## src/hw/rtl/cubic_bezier_uniform_tessellator_unit_assert.svh

```systemverilog
// ---------------------------------------------------------------------------
// cubic bezier tessellator assertion macros
// concurrent checks on clk, disabled while rst_n is low
// ---------------------------------------------------------------------------
`ifndef CUBIC_BEZIER_UNIFORM_TESSELLATOR_UNIT_ASSERT_SVH
`define CUBIC_BEZIER_UNIFORM_TESSELLATOR_UNIT_ASSERT_SVH

`ifndef NO_ASSERTIONS
`define CBT_ASSERT_IMP(lbl, ante, cons) \
  lbl: assert property (@(posedge clk) disable iff (!rst_n) (ante) |-> (cons)) \
    else $error("cbt check failed");
`define CBT_ASSERT_NEXT(lbl, ante, cons) \
  lbl: assert property (@(posedge clk) disable iff (!rst_n) (ante) |=> (cons)) \
    else $error("cbt check failed");
`else
`define CBT_ASSERT_IMP(lbl, ante, cons)
`define CBT_ASSERT_NEXT(lbl, ante, cons)
`endif

`endif

```

## src/hw/rtl/cbt_pkg.sv

```systemverilog
// ---------------------------------------------------------------------------
// cbt_pkg
// shared constants and control types of the bezier tessellator
// ---------------------------------------------------------------------------
package cbt_pkg;

  localparam int FRAC_BITS  = 12;
  localparam int NUM_COORDS = 12;
  localparam int LVL_BITS   = 2;
  localparam int SEG_BITS   = 2;

  localparam logic [SEG_BITS-1:0] SEG_FIRST = 2'd0;
  localparam logic [SEG_BITS-1:0] SEG_MID   = 2'd1;
  localparam logic [SEG_BITS-1:0] SEG_LAST  = 2'd2;

  typedef struct packed {
    logic                load;
    logic                split;
    logic                pop;
    logic                emit;
    logic                last;
    logic [SEG_BITS-1:0] seg;
    logic [LVL_BITS-1:0] idx;
  } cmd_t;

  typedef struct packed {
    logic out_free;
  } status_t;

endpackage

```

## src/hw/rtl/cbt_in_if.sv

```systemverilog
// ---------------------------------------------------------------------------
// cbt_in_if
// input channel: four 3d control points per item
// ---------------------------------------------------------------------------
interface cbt_in_if #(
  parameter int COORD_BITS = 16
);
  logic                         valid;
  logic                         ready;
  logic signed [COORD_BITS-1:0] p0_x, p0_y, p0_z;
  logic signed [COORD_BITS-1:0] p1_x, p1_y, p1_z;
  logic signed [COORD_BITS-1:0] p2_x, p2_y, p2_z;
  logic signed [COORD_BITS-1:0] p3_x, p3_y, p3_z;

  modport source (
    output valid, p0_x, p0_y, p0_z, p1_x, p1_y, p1_z,
    output p2_x, p2_y, p2_z, p3_x, p3_y, p3_z,
    input  ready
  );
  modport sink (
    input  valid, p0_x, p0_y, p0_z, p1_x, p1_y, p1_z,
    input  p2_x, p2_y, p2_z, p3_x, p3_y, p3_z,
    output ready
  );
endinterface

```

## src/hw/rtl/cbt_out_if.sv

```systemverilog
// ---------------------------------------------------------------------------
// cbt_out_if
// result channel: one line segment per item
// ---------------------------------------------------------------------------
interface cbt_out_if import cbt_pkg::*; #(
  parameter int COORD_BITS = 16
);
  localparam int OW = COORD_BITS + FRAC_BITS;

  logic                 valid;
  logic                 ready;
  logic signed [OW-1:0] start_x, start_y, start_z;
  logic signed [OW-1:0] end_x, end_y, end_z;
  logic                 last_segment;

  modport source (
    output valid, start_x, start_y, start_z, end_x, end_y, end_z, last_segment,
    input  ready
  );
  modport sink (
    input  valid, start_x, start_y, start_z, end_x, end_y, end_z, last_segment,
    output ready
  );
endinterface

```

## src/hw/rtl/cbt_datapath.sv

```systemverilog
// ---------------------------------------------------------------------------
// cbt_datapath
// curve register, midpoint splitter, right-half stack and output register
// ---------------------------------------------------------------------------
module cbt_datapath import cbt_pkg::*; #(
  parameter int COORD_BITS = 16,
  parameter int MAX_LEVELS = 4
) (
  input  logic          clk,
  input  logic          rst_n,
  cbt_in_if.sink        in_ch,
  cbt_out_if.source     out_ch,
  input  cmd_t          cmd,
  output status_t       st
);
  localparam int OW     = COORD_BITS + FRAC_BITS;
  localparam int SW     = OW + 3;
  localparam int LVL_IW = (MAX_LEVELS > 1) ? $clog2(MAX_LEVELS) : 1;

  logic signed [OW-1:0] cur_r [NUM_COORDS];
  logic signed [OW-1:0] stk_r [MAX_LEVELS][NUM_COORDS];
  logic signed [OW-1:0] left  [NUM_COORDS];
  logic signed [OW-1:0] right [NUM_COORDS];
  logic signed [OW-1:0] in_cur [NUM_COORDS];

  logic signed [OW-1:0] start_r [3];
  logic signed [OW-1:0] end_r   [3];
  logic                 last_r;
  logic                 out_valid_r;
  logic signed [OW-1:0] seg_start [3];
  logic signed [OW-1:0] seg_end   [3];

  logic [LVL_IW-1:0] row;

  assign row = cmd.idx[LVL_IW-1:0];

  assign in_cur[0]  = $signed({in_ch.p0_x, {FRAC_BITS{1'b0}}});
  assign in_cur[1]  = $signed({in_ch.p0_y, {FRAC_BITS{1'b0}}});
  assign in_cur[2]  = $signed({in_ch.p0_z, {FRAC_BITS{1'b0}}});
  assign in_cur[3]  = $signed({in_ch.p1_x, {FRAC_BITS{1'b0}}});
  assign in_cur[4]  = $signed({in_ch.p1_y, {FRAC_BITS{1'b0}}});
  assign in_cur[5]  = $signed({in_ch.p1_z, {FRAC_BITS{1'b0}}});
  assign in_cur[6]  = $signed({in_ch.p2_x, {FRAC_BITS{1'b0}}});
  assign in_cur[7]  = $signed({in_ch.p2_y, {FRAC_BITS{1'b0}}});
  assign in_cur[8]  = $signed({in_ch.p2_z, {FRAC_BITS{1'b0}}});
  assign in_cur[9]  = $signed({in_ch.p3_x, {FRAC_BITS{1'b0}}});
  assign in_cur[10] = $signed({in_ch.p3_y, {FRAC_BITS{1'b0}}});
  assign in_cur[11] = $signed({in_ch.p3_z, {FRAC_BITS{1'b0}}});

  // de casteljau midpoints, three guard bits so the sums cannot overflow; the shifts floor
  always_comb begin
    logic signed [SW-1:0] a, b, d, e;
    logic signed [SW-1:0] s1, s2, s3, r1, r2;
    for (int k = 0; k < 3; k++) begin
      a  = SW'(cur_r[k]);
      b  = SW'(cur_r[3 + k]);
      d  = SW'(cur_r[6 + k]);
      e  = SW'(cur_r[9 + k]);
      s1 = (a + b) >>> 1;
      s2 = (a + (b <<< 1) + d) >>> 2;
      s3 = (a + (b <<< 1) + b + (d <<< 1) + d + e) >>> 3;
      r1 = (b + (d <<< 1) + e) >>> 2;
      r2 = (d + e) >>> 1;
      left[k]      = cur_r[k];
      left[3 + k]  = OW'(s1);
      left[6 + k]  = OW'(s2);
      left[9 + k]  = OW'(s3);
      right[k]     = OW'(s3);
      right[3 + k] = OW'(r1);
      right[6 + k] = OW'(r2);
      right[9 + k] = cur_r[9 + k];
    end
  end

  always_ff @(posedge clk) begin
    if (cmd.load) begin
      cur_r <= in_cur;
    end else if (cmd.split) begin
      cur_r      <= left;
      stk_r[row] <= right;
    end else if (cmd.pop) begin
      cur_r <= stk_r[row];
    end
  end

  always_comb begin
    for (int k = 0; k < 3; k++) begin
      unique case (cmd.seg)
        SEG_FIRST: begin
          seg_start[k] = cur_r[k];
          seg_end[k]   = cur_r[3 + k];
        end
        SEG_MID: begin
          seg_start[k] = cur_r[3 + k];
          seg_end[k]   = cur_r[6 + k];
        end
        SEG_LAST: begin
          seg_start[k] = cur_r[6 + k];
          seg_end[k]   = cur_r[9 + k];
        end
        default: begin
          seg_start[k] = cur_r[k];
          seg_end[k]   = cur_r[3 + k];
        end
      endcase
    end
  end

  always_ff @(posedge clk) begin
    if (!rst_n) begin
      out_valid_r <= 1'b0;
    end else if (cmd.emit) begin
      out_valid_r <= 1'b1;
    end else if (out_ch.ready) begin
      out_valid_r <= 1'b0;
    end
  end

  always_ff @(posedge clk) begin
    if (cmd.emit) begin
      start_r <= seg_start;
      end_r   <= seg_end;
      last_r  <= cmd.last;
    end
  end

  assign st.out_free = !out_valid_r || out_ch.ready;

  assign out_ch.valid        = out_valid_r;
  assign out_ch.start_x      = start_r[0];
  assign out_ch.start_y      = start_r[1];
  assign out_ch.start_z      = start_r[2];
  assign out_ch.end_x        = end_r[0];
  assign out_ch.end_y        = end_r[1];
  assign out_ch.end_z        = end_r[2];
  assign out_ch.last_segment = last_r;

endmodule

```

## src/hw/rtl/cbt_ctrl.sv

```systemverilog
// ---------------------------------------------------------------------------
// cbt_ctrl
// depth-first traversal sequencer and level register
// ---------------------------------------------------------------------------
`include "cubic_bezier_uniform_tessellator_unit_assert.svh"

module cbt_ctrl import cbt_pkg::*; #(
  parameter int MAX_LEVELS = 4
) (
  input  logic       clk,
  input  logic       rst_n,
  input  logic       cfg_we,
  input  logic [2:0] cfg_data,
  input  logic       in_valid,
  output logic       in_ready,
  input  status_t    st,
  output cmd_t       cmd
);
  localparam int DW = $clog2(MAX_LEVELS + 1);

  localparam logic [1:0] ST_IDLE  = 2'd0;
  localparam logic [1:0] ST_SPLIT = 2'd1;
  localparam logic [1:0] ST_EMIT  = 2'd2;

  logic [1:0]            state_r, state_nxt;
  logic [DW-1:0]         depth_r, depth_nxt;
  logic [MAX_LEVELS-1:0] path_r, path_nxt;
  logic [SEG_BITS-1:0]   seg_r, seg_nxt;
  logic [2:0]            lvl_r;
  logic [DW-1:0]         lvl_eff;
  logic                  found;
  logic [DW-1:0]         pop_d;

  assign lvl_eff = (lvl_r > 3'(MAX_LEVELS)) ? DW'(MAX_LEVELS) : DW'(lvl_r);

  // deepest level whose right half is still pending
  always_comb begin
    found = 1'b0;
    pop_d = '0;
    for (int d = 0; d < MAX_LEVELS; d++) begin
      if (DW'(d) < depth_r && !path_r[d]) begin
        found = 1'b1;
        pop_d = DW'(d);
      end
    end
  end

  always_comb begin
    state_nxt = state_r;
    depth_nxt = depth_r;
    path_nxt  = path_r;
    seg_nxt   = seg_r;
    in_ready  = 1'b0;
    cmd       = '0;
    unique case (state_r)
      ST_IDLE: begin
        in_ready = 1'b1;
        if (in_valid) begin
          cmd.load  = 1'b1;
          depth_nxt = '0;
          path_nxt  = '0;
          seg_nxt   = SEG_FIRST;
          state_nxt = (lvl_eff != '0) ? ST_SPLIT : ST_EMIT;
        end
      end
      ST_SPLIT: begin
        cmd.split = 1'b1;
        cmd.idx   = LVL_BITS'(depth_r);
        for (int d = 0; d < MAX_LEVELS; d++) begin
          if (DW'(d) == depth_r) path_nxt[d] = 1'b0;
        end
        depth_nxt = depth_r + 1'b1;
        state_nxt = (depth_r + 1'b1 == lvl_eff) ? ST_EMIT : ST_SPLIT;
      end
      ST_EMIT: begin
        if (st.out_free) begin
          cmd.emit = 1'b1;
          cmd.seg  = seg_r;
          cmd.last = (seg_r == SEG_LAST) && !found;
          if (seg_r == SEG_LAST) begin
            seg_nxt = SEG_FIRST;
            if (!found) begin
              state_nxt = ST_IDLE;
            end else begin
              cmd.pop = 1'b1;
              cmd.idx = LVL_BITS'(pop_d);
              for (int d = 0; d < MAX_LEVELS; d++) begin
                if (DW'(d) == pop_d) path_nxt[d] = 1'b1;
              end
              depth_nxt = pop_d + 1'b1;
              state_nxt = (pop_d + 1'b1 == lvl_eff) ? ST_EMIT : ST_SPLIT;
            end
          end else begin
            seg_nxt = seg_r + 1'b1;
          end
        end
      end
      default: begin
        state_nxt = ST_IDLE;
      end
    endcase
  end

  always_ff @(posedge clk) begin
    if (!rst_n) begin
      state_r <= ST_IDLE;
      depth_r <= '0;
      path_r  <= '0;
      seg_r   <= SEG_FIRST;
      lvl_r   <= '0;
    end else begin
      state_r <= state_nxt;
      depth_r <= depth_nxt;
      path_r  <= path_nxt;
      seg_r   <= seg_nxt;
      if (cfg_we) lvl_r <= cfg_data;
    end
  end

  `CBT_ASSERT_IMP(a_split_below_levels, state_r == ST_SPLIT, depth_r < lvl_eff)
  `CBT_ASSERT_IMP(a_emit_at_leaf, state_r == ST_EMIT, depth_r == lvl_eff)
  `CBT_ASSERT_NEXT(a_last_ends_item, cmd.emit && cmd.last, state_r == ST_IDLE)
  `CBT_ASSERT_NEXT(a_accept_starts_work, in_valid && in_ready, state_r != ST_IDLE)

endmodule

```

## src/hw/rtl/cubic_bezier_uniform_tessellator_unit.sv

```systemverilog
// ---------------------------------------------------------------------------
// cubic_bezier_uniform_tessellator_unit
// uniform de casteljau tessellation of one cubic bezier curve per item
// ---------------------------------------------------------------------------
//  channel  direction  carries
//  in_ch    sink       four control points, COORD_BITS each
//  out_ch   source     one segment, COORD_BITS+12 each, last flag
//  cfg      write      subdivision levels, 3 bits
//
//  an item with L levels emits 3*2^L segments after acceptance: 2^L - 1
//  splits by the single midpoint unit, with each segment passing through
//  the one output register
//  the next item is accepted once the last segment sits in the output register
//  a stalled out_ch holds the segment and pauses the sequencer
//  rst_n is synchronous, active low; curve and stack storage are not cleared
// ---------------------------------------------------------------------------
module cubic_bezier_uniform_tessellator_unit import cbt_pkg::*; #(
  parameter int COORD_BITS = 16,
  parameter int MAX_LEVELS = 4
) (
  input  logic       clk,
  input  logic       rst_n,
  cbt_in_if.sink     in_ch,
  cbt_out_if.source  out_ch,
  input  logic       cfg_we,
  input  logic [2:0] cfg_data
);
  cmd_t    cmd;
  status_t st;
  logic    in_ready;

  assign in_ch.ready = in_ready;

  cbt_ctrl #(
    .MAX_LEVELS (MAX_LEVELS)
  ) u_ctrl (
    .clk      (clk),
    .rst_n    (rst_n),
    .cfg_we   (cfg_we),
    .cfg_data (cfg_data),
    .in_valid (in_ch.valid),
    .in_ready (in_ready),
    .st       (st),
    .cmd      (cmd)
  );

  cbt_datapath #(
    .COORD_BITS (COORD_BITS),
    .MAX_LEVELS (MAX_LEVELS)
  ) u_datapath (
    .clk    (clk),
    .rst_n  (rst_n),
    .in_ch  (in_ch),
    .out_ch (out_ch),
    .cmd    (cmd),
    .st     (st)
  );

endmodule
```

## src/flat_wrapper.sv

```systemverilog
// flat-port wrapper written by rule: the top's interface ports become plain ports
module cubic_bezier_uniform_tessellator_unit_flat import cbt_pkg::*;
#(
  parameter int COORD_BITS = 16,
  parameter int MAX_LEVELS = 4
)
  (clk, rst_n, cfg_we, cfg_data, in_ch_valid, in_ch_p0_x, in_ch_p0_y, in_ch_p0_z, in_ch_p1_x, in_ch_p1_y, in_ch_p1_z, in_ch_p2_x, in_ch_p2_y, in_ch_p2_z, in_ch_p3_x, in_ch_p3_y, in_ch_p3_z, in_ch_ready, out_ch_valid, out_ch_start_x, out_ch_start_y, out_ch_start_z, out_ch_end_x, out_ch_end_y, out_ch_end_z, out_ch_last_segment, out_ch_ready);
  cbt_in_if #(.COORD_BITS(COORD_BITS)) in_ch_i ();
  cbt_out_if #(.COORD_BITS(COORD_BITS)) out_ch_i ();
  input  logic clk;
  input  logic rst_n;
  input  logic cfg_we;
  input  logic [2:0] cfg_data;
  input wire logic [$bits(in_ch_i.valid)-1:0] in_ch_valid;
  input wire logic [$bits(in_ch_i.p0_x)-1:0] in_ch_p0_x;
  input wire logic [$bits(in_ch_i.p0_y)-1:0] in_ch_p0_y;
  input wire logic [$bits(in_ch_i.p0_z)-1:0] in_ch_p0_z;
  input wire logic [$bits(in_ch_i.p1_x)-1:0] in_ch_p1_x;
  input wire logic [$bits(in_ch_i.p1_y)-1:0] in_ch_p1_y;
  input wire logic [$bits(in_ch_i.p1_z)-1:0] in_ch_p1_z;
  input wire logic [$bits(in_ch_i.p2_x)-1:0] in_ch_p2_x;
  input wire logic [$bits(in_ch_i.p2_y)-1:0] in_ch_p2_y;
  input wire logic [$bits(in_ch_i.p2_z)-1:0] in_ch_p2_z;
  input wire logic [$bits(in_ch_i.p3_x)-1:0] in_ch_p3_x;
  input wire logic [$bits(in_ch_i.p3_y)-1:0] in_ch_p3_y;
  input wire logic [$bits(in_ch_i.p3_z)-1:0] in_ch_p3_z;
  output wire logic [$bits(in_ch_i.ready)-1:0] in_ch_ready;
  output wire logic [$bits(out_ch_i.valid)-1:0] out_ch_valid;
  output wire logic [$bits(out_ch_i.start_x)-1:0] out_ch_start_x;
  output wire logic [$bits(out_ch_i.start_y)-1:0] out_ch_start_y;
  output wire logic [$bits(out_ch_i.start_z)-1:0] out_ch_start_z;
  output wire logic [$bits(out_ch_i.end_x)-1:0] out_ch_end_x;
  output wire logic [$bits(out_ch_i.end_y)-1:0] out_ch_end_y;
  output wire logic [$bits(out_ch_i.end_z)-1:0] out_ch_end_z;
  output wire logic [$bits(out_ch_i.last_segment)-1:0] out_ch_last_segment;
  input wire logic [$bits(out_ch_i.ready)-1:0] out_ch_ready;
  assign in_ch_i.valid = in_ch_valid;
  assign in_ch_i.p0_x = in_ch_p0_x;
  assign in_ch_i.p0_y = in_ch_p0_y;
  assign in_ch_i.p0_z = in_ch_p0_z;
  assign in_ch_i.p1_x = in_ch_p1_x;
  assign in_ch_i.p1_y = in_ch_p1_y;
  assign in_ch_i.p1_z = in_ch_p1_z;
  assign in_ch_i.p2_x = in_ch_p2_x;
  assign in_ch_i.p2_y = in_ch_p2_y;
  assign in_ch_i.p2_z = in_ch_p2_z;
  assign in_ch_i.p3_x = in_ch_p3_x;
  assign in_ch_i.p3_y = in_ch_p3_y;
  assign in_ch_i.p3_z = in_ch_p3_z;
  assign in_ch_ready = in_ch_i.ready;
  assign out_ch_valid = out_ch_i.valid;
  assign out_ch_start_x = out_ch_i.start_x;
  assign out_ch_start_y = out_ch_i.start_y;
  assign out_ch_start_z = out_ch_i.start_z;
  assign out_ch_end_x = out_ch_i.end_x;
  assign out_ch_end_y = out_ch_i.end_y;
  assign out_ch_end_z = out_ch_i.end_z;
  assign out_ch_last_segment = out_ch_i.last_segment;
  assign out_ch_i.ready = out_ch_ready;
  cubic_bezier_uniform_tessellator_unit #(.COORD_BITS(COORD_BITS), .MAX_LEVELS(MAX_LEVELS)) u_core (.clk(clk), .rst_n(rst_n), .in_ch(in_ch_i), .out_ch(out_ch_i), .cfg_we(cfg_we), .cfg_data(cfg_data));
endmodule
```

## config.mk

```make
export PLATFORM = sky130hd
export DESIGN_NAME = cubic_bezier_uniform_tessellator_unit_flat
export DESIGN_NICKNAME = d
export VERILOG_FILES = /design/src/hw/rtl/cbt_pkg.sv /design/src/hw/rtl/cbt_in_if.sv /design/src/hw/rtl/cbt_out_if.sv /design/src/hw/rtl/cbt_datapath.sv /design/src/hw/rtl/cbt_ctrl.sv /design/src/hw/rtl/cubic_bezier_uniform_tessellator_unit.sv /design/src/flat_wrapper.sv
export VERILOG_INCLUDE_DIRS = /design/src /design/src/hw/rtl
export SDC_FILE = /design/constraint.sdc
export NUM_CORES = 2
export LEC_CHECK = 0
export BUFFER_PORTS_ARGS = -buffer_cell sky130_fd_sc_hd__buf_2
export CAP_MARGIN = 20
export CELL_PAD_IN_SITES_DETAIL_PLACEMENT = 1
export CELL_PAD_IN_SITES_GLOBAL_PLACEMENT = 2
export CORE_MARGIN = 4
export CORE_UTILIZATION = 48
export CTS_BUF_LIST = sky130_fd_sc_hd__clkbuf_4
export DETAILED_ROUTE_END_ITERATION = 8
export PLACE_DENSITY = 0.95
export SLEW_MARGIN = 20
export SYNTH_ARGS = -nofsm -noshare
export SYNTH_HDL_FRONTEND = slang
export SYNTH_SLANG_ARGS = --single-unit
```

## constraint.sdc

```tcl
create_clock -name clk -period 50.4 [get_ports clk]
set_clock_uncertainty 0.2 [all_clocks]
set_input_delay 2.52 -clock clk [delete_from_list [all_inputs] [get_ports clk]]
set_output_delay 2.52 -clock clk [all_outputs]
set_load 0.01 [all_outputs]
```

Word-level counts from Yosys, hierarchy flattened --
Memories as Yosys holds them, arrays and structs flattened. Cells that the tools add are included.
Word-level totals: bits in registers 520, bits in writable memories 1344, word-level logic and storage cells 201, memories 1
Operators by class: add/subtract/negate cells 33, magnitude comparators 5, equality and inequality tests 26, mux-type cells 63, bitwise gates (word level) 1, reductions and logical operators 32
Memories:
- u_core.u_datapath.stk_r | depth 4, width 336, rd ports 1, clocked after memory_dff 0, write ports 1, line cbt_datapath.sv:21 | logic signed [OW-1:0] stk_r [MAX_LEVELS][NUM_COORDS];
Operators with widths (number):
- two-way mux 336 bit | 3
- case mux 28 bit (2 select lines) | 6
- adder 31 x 28 -> 31 bit | 6
- adder 28 x 29 -> 30 bit | 6
- adder 30 x 28 -> 30 bit | 6
- adder 28 x 28 -> 29 bit | 6
- adder 30 x 28 -> 31 bit | 3
- adder 31 x 29 -> 31 bit | 3
- AND reduction 7 bit | 4
- two-way mux 1 bit | 24
- two-way mux 2 bit | 12
- inequality test 2 bit (second input constant) | 11
- two-way mux 3 bit | 7
- two-way mux 4 bit | 4
- == test 2 x 3 -> 1 bit (first input constant) | 4
- case mux 4 bit (3 select lines) | 1
- case mux 3 bit (3 select lines) | 1
- nonzero test 3 bit | 3
- case mux 2 bit (2 select lines) | 2
- nonzero test 2 bit | 4
- two-way mux 7 bit | 1
- adder 3 x 1 -> 3 bit (second input constant) | 2
- == test 1 x 3 -> 1 bit (first input constant) | 2
- == test 2 bit (second input constant) | 3
- other kinds (18) | 36

Logic depth before layout (Yosys ltp) --
An unclocked memory read counts as a cell.
word-level depth 14, mapped depth 25

Worst setup path before layout --
OpenSTA, ideal clock, no wires.
kind in2reg, start in out_ch_ready, end mem u_core.u_datapath.stk_r[1][0] (netlist name), enable pin, library setup time 1.445 ns, arrival 26.520 ns, required time 48.755 ns, slack 22.235 ns, stages 9, buffers on the path 5, cell sequence nor2b_1 > or3_1 > o21a_1 > buf_2 > buf_4 > buf_4 > buf_2 > buf_2 > nor3_1
On the way: word-level cells in the longest chain between the ends 3
RTL lines:
- start: declaration | line flat_wrapper.sv:36 | input wire logic [$bits(out_ch_i.ready)-1:0] out_ch_ready;
- logical OR 1 bit | line cbt_datapath.sv:127 | assign st.out_free = !out_valid_r || out_ch.ready;
- two-way mux 7 bit | line cbt_ctrl.sv:76 | if (st.out_free) begin
- case mux 2 bit (2 select lines) | line cbt_ctrl.sv:55 | unique case (state_r)
- end: declaration | line cbt_datapath.sv:21
No other way between the ends.

==> results_dict.tcl <==
set metrics [dict create \
    syn_area_um2 105000 \
    hold_buffers 0 \
    synthArstFlopShare_pct 0 \
    cp-start-kind "flop" \
    final_common_cell "edfxtp_1" \
    max_stage_delay_ns 0.61 \
    max_freq_mhz 137 \
    numCtsBuffers 496 \
    clk_path_buf_depth 4 \
    slew_viol_final 0 \
    gp_congestion 0.952 \
    grt-ovfl-total 0 \
    h-tree-depth 5 \
    wl_um 378000 \
    vias 84001 \
    path_max_fanout 8 \
    cts_resized 0 \
    io_buffers 370 \
    r2r_setup_slack_ns 43.12 \
    status "complete, no violations" \
    ys_seq_elements 1864 \
    min_delay_path_depth 2 \
    period_needed_ns 7.28 \
    finalCritPeriodShare_pct 14.4 \
    drv_cap 0 \
    setup_tns_ns 0 \
    finalNetCount 10882 \
    core_area_um2 217000 \
    synth_flop_cell "edfxtp_1" \
    utilization_pct 53.4 \
    drtIter0Drc 8140 \
    grt_max_degree 160 \
    syn-num-nets 10385 \
    clk_pin_slew_ns 0.07 \
    finalSetupViolCount 0 \
    final_cell_mix "edfxtp_1 (1705), nand2_1 (911), clkbuf_4 (729)" \
    critPathSlowestCell "a221oi_2" \
    ys_types 100 \
    num-fill-cells 23278 \
    synth_edf_count 1705 \
    start_util_pct 48.4 \
    syn2layout_area_growth_pct 10.4 \
    core.rowCount 171 \
    finalHoldViolCount 0 \
    drc 0 \
    synth_seq_area_share_pct 51.7 \
    grt_first_pass_wirelength_um 561000 \
    die_h_um 476 \
    critPathBufInv 0 \
    cts_num_sinks 1864 \
    clock_latency_ns 1.51 \
    drive_gt1_share_pct 13.5 \
    gr-usage-all-layers_pct 32.9 \
    die_area_um2 227000 \
    vias_per_cell 6.43 \
    grt_pass1_vias 88811 \
    cp.required_ns 51.49 \
    netlist_instances 9324 \
    firstDrtPassIters 8 \
    die_w_um 476 \
    layout_setup_ws_ns 43.12 \
    hold_path_class "flop to flop" \
    postCtsSetupBuffers 0 \
    relSlewSlack_pct 11.4 \
    crit_family "compound AO/OA/AOI/OAI gates" \
    hpwl_um 252000 \
    wl_per_cell_um 29.0 \
    reg2reg_depth 22 \
    cts_tree "built" \
    worstSetupEndpointType "flop" \
    dpl_worst_slack_ns 42.48 \
    clockRootBuffer "clkbuf_4" \
    final_antenna_net_count 0 \
    crit_top_cell "a21oi_1" \
    path_cells "ha_1 > a21o_1 > a21oi_1 > o21ai_0 > a221oi_2 > o211ai_1 > a31oi_1 > nor2b_1 > o21a_1 > nor2_1 > xnor2_1 > fa_1 > ha_1 > a21o_1 > a21oi_1 > o22ai_1 > a2111oi_0 > or2_1 > a21oi_1 > nor2_1 > a21oi_1 > a21oi_1" \
    io_pins 371 \
    ys_warn_count 0 \
    hold_ws_ns 0.314 \
    crit_cells 22 \
    critPathArrivalTime_ns 8.37 \
    syn_avg_cell_area_um2 11.3 \
    antenna_found_initial 20 \
    crit_type "flop to flop" \
    tightest_slew_ns 1.33 \
    grt_setup_unrepaired "false" \
]
Yosys cell counts (12+ instances only):
master     number  share of area [%]
clkbuf_1      333                1.2
or3_1          32               0.19
and3_1         46               0.27
buf_2          75               0.36
edfxtp_1     1705                 49
a21o_1        194                1.4
a221oi_1      127                1.1
a21oi_1       653                3.1
nand2_1       915                3.3
o221a_2        21               0.22
nor2_1        542                1.9
o21ai_1        16              0.076
a211o_1        12               0.10
o2111ai_1      34               0.28
nand2b_1       73               0.43
fa_1          348                6.6
buf_1          66               0.24
o211ai_1       29               0.21
o21ai_0       692                3.3
inv_1         407                1.5
and2_1         27               0.16
nor2b_1        66               0.39
mux2i_1       166                1.6
a2111oi_0      18               0.15
a221o_1        22               0.21
nand4_1        33               0.20
xnor2_1       282                2.3
xor2_1        153                1.3
o221ai_1       18               0.15
a21boi_0       17               0.12
a31oi_1       113               0.67
a211oi_1      124               0.89
or2_2          24               0.14
nor3_1        194               0.92
nand3_1       354                1.7
o21a_1         67               0.48
ha_1          513                6.1
o31ai_1       141                1.0
dfxtp_1       159                3.0
o21bai_1       64               0.46
a22oi_1       238                1.7
logic make-up after synthesis:
group | after synthesis | share of synthesized area (%)
buffers and inverters | 889 | 3.29
adder cells (fa/ha/maj) | 861 | 12.7
AO/OA/AOI/OAI | 2747 | 17.0
XOR/XNOR | 436 | 3.64
AND/OR/NAND/NOR | 2354 | 9.97
flip-flops | 1864 | 51.7
multiplexers | 173 | 1.66
area by class of cell:
class	instances	area [um2]	share of cell area [%]
diodes	13	32.5	0.0280
clock buffers	729	5470	4.72
clock inverters	144	728	0.627
inverters	407	1540	1.32
multi-input cells	6571	47500	40.9
flip-flops and latches	1864	54400	46.9
well taps	2854	3570	3.08
repair buffers	481	2860	2.46
registers in the layout (all words and copies together), names as in the netlist:
signal,cells
u_core.u_datapath.stk_r,1344
u_core.u_datapath.cur_r,336
u_core.u_datapath.out_ch.end_x,28
u_core.u_datapath.out_ch.end_y,28
u_core.u_datapath.out_ch.end_z,28
u_core.u_datapath.out_ch.start_x,28
u_core.u_datapath.out_ch.start_y,28
u_core.u_datapath.out_ch.start_z,28
u_core.u_ctrl.path_r,4
u_core.u_ctrl.depth_r,3
u_core.u_ctrl.lvl_r,3
u_core.u_ctrl.seg_r,2
u_core.u_ctrl.state_r,2
u_core.u_datapath.out_ch.last_segment,1
u_core.u_datapath.out_ch.valid,1
metrics by stage:
step / instances / area [um2]
6_report: 13063 / 116000
5_1_grt: 13058 / 116000
4_1_cts: 13050 / 116000
3_5_place_dp: 12177 / 110000
3_3_place_gp: 12177 / 110000
2_1_floorplan: 9324 / 105000
final timing paths:
check | endpoint | from
min | u_core.u_ctrl.path_r[0] | u_core.u_ctrl.path_r[0]
min reg2reg | u_core.u_ctrl.path_r[0] | u_core.u_ctrl.path_r[0]
max reg2reg | u_core.u_datapath.cur_r[52] | u_core.u_datapath.cur_r[197]
max | u_core.u_datapath.cur_r[52] | u_core.u_datapath.cur_r[197]
metal layers:
metal | wire (um) | part of all wire (%) | track usage [%]
met2 | 180000 | 48 | 54.3
met3 | 30000 | 7.9 | 5.42
met1 | 148000 | 39 | 42.1
met4 | 20600 | 5.5 | 16.8
met5 | 53 | 0.014 | 0
tightest hold or removal path: stages, from the launching register on:
cell     delay [ns]
dfxtp_1        0.33
a31oi_1        0.05
nor2_1         0.09
Power is left out: the tool's default activity adds up to more than one toggle a clock period on the data nets, which glitch-free logic cannot reach.
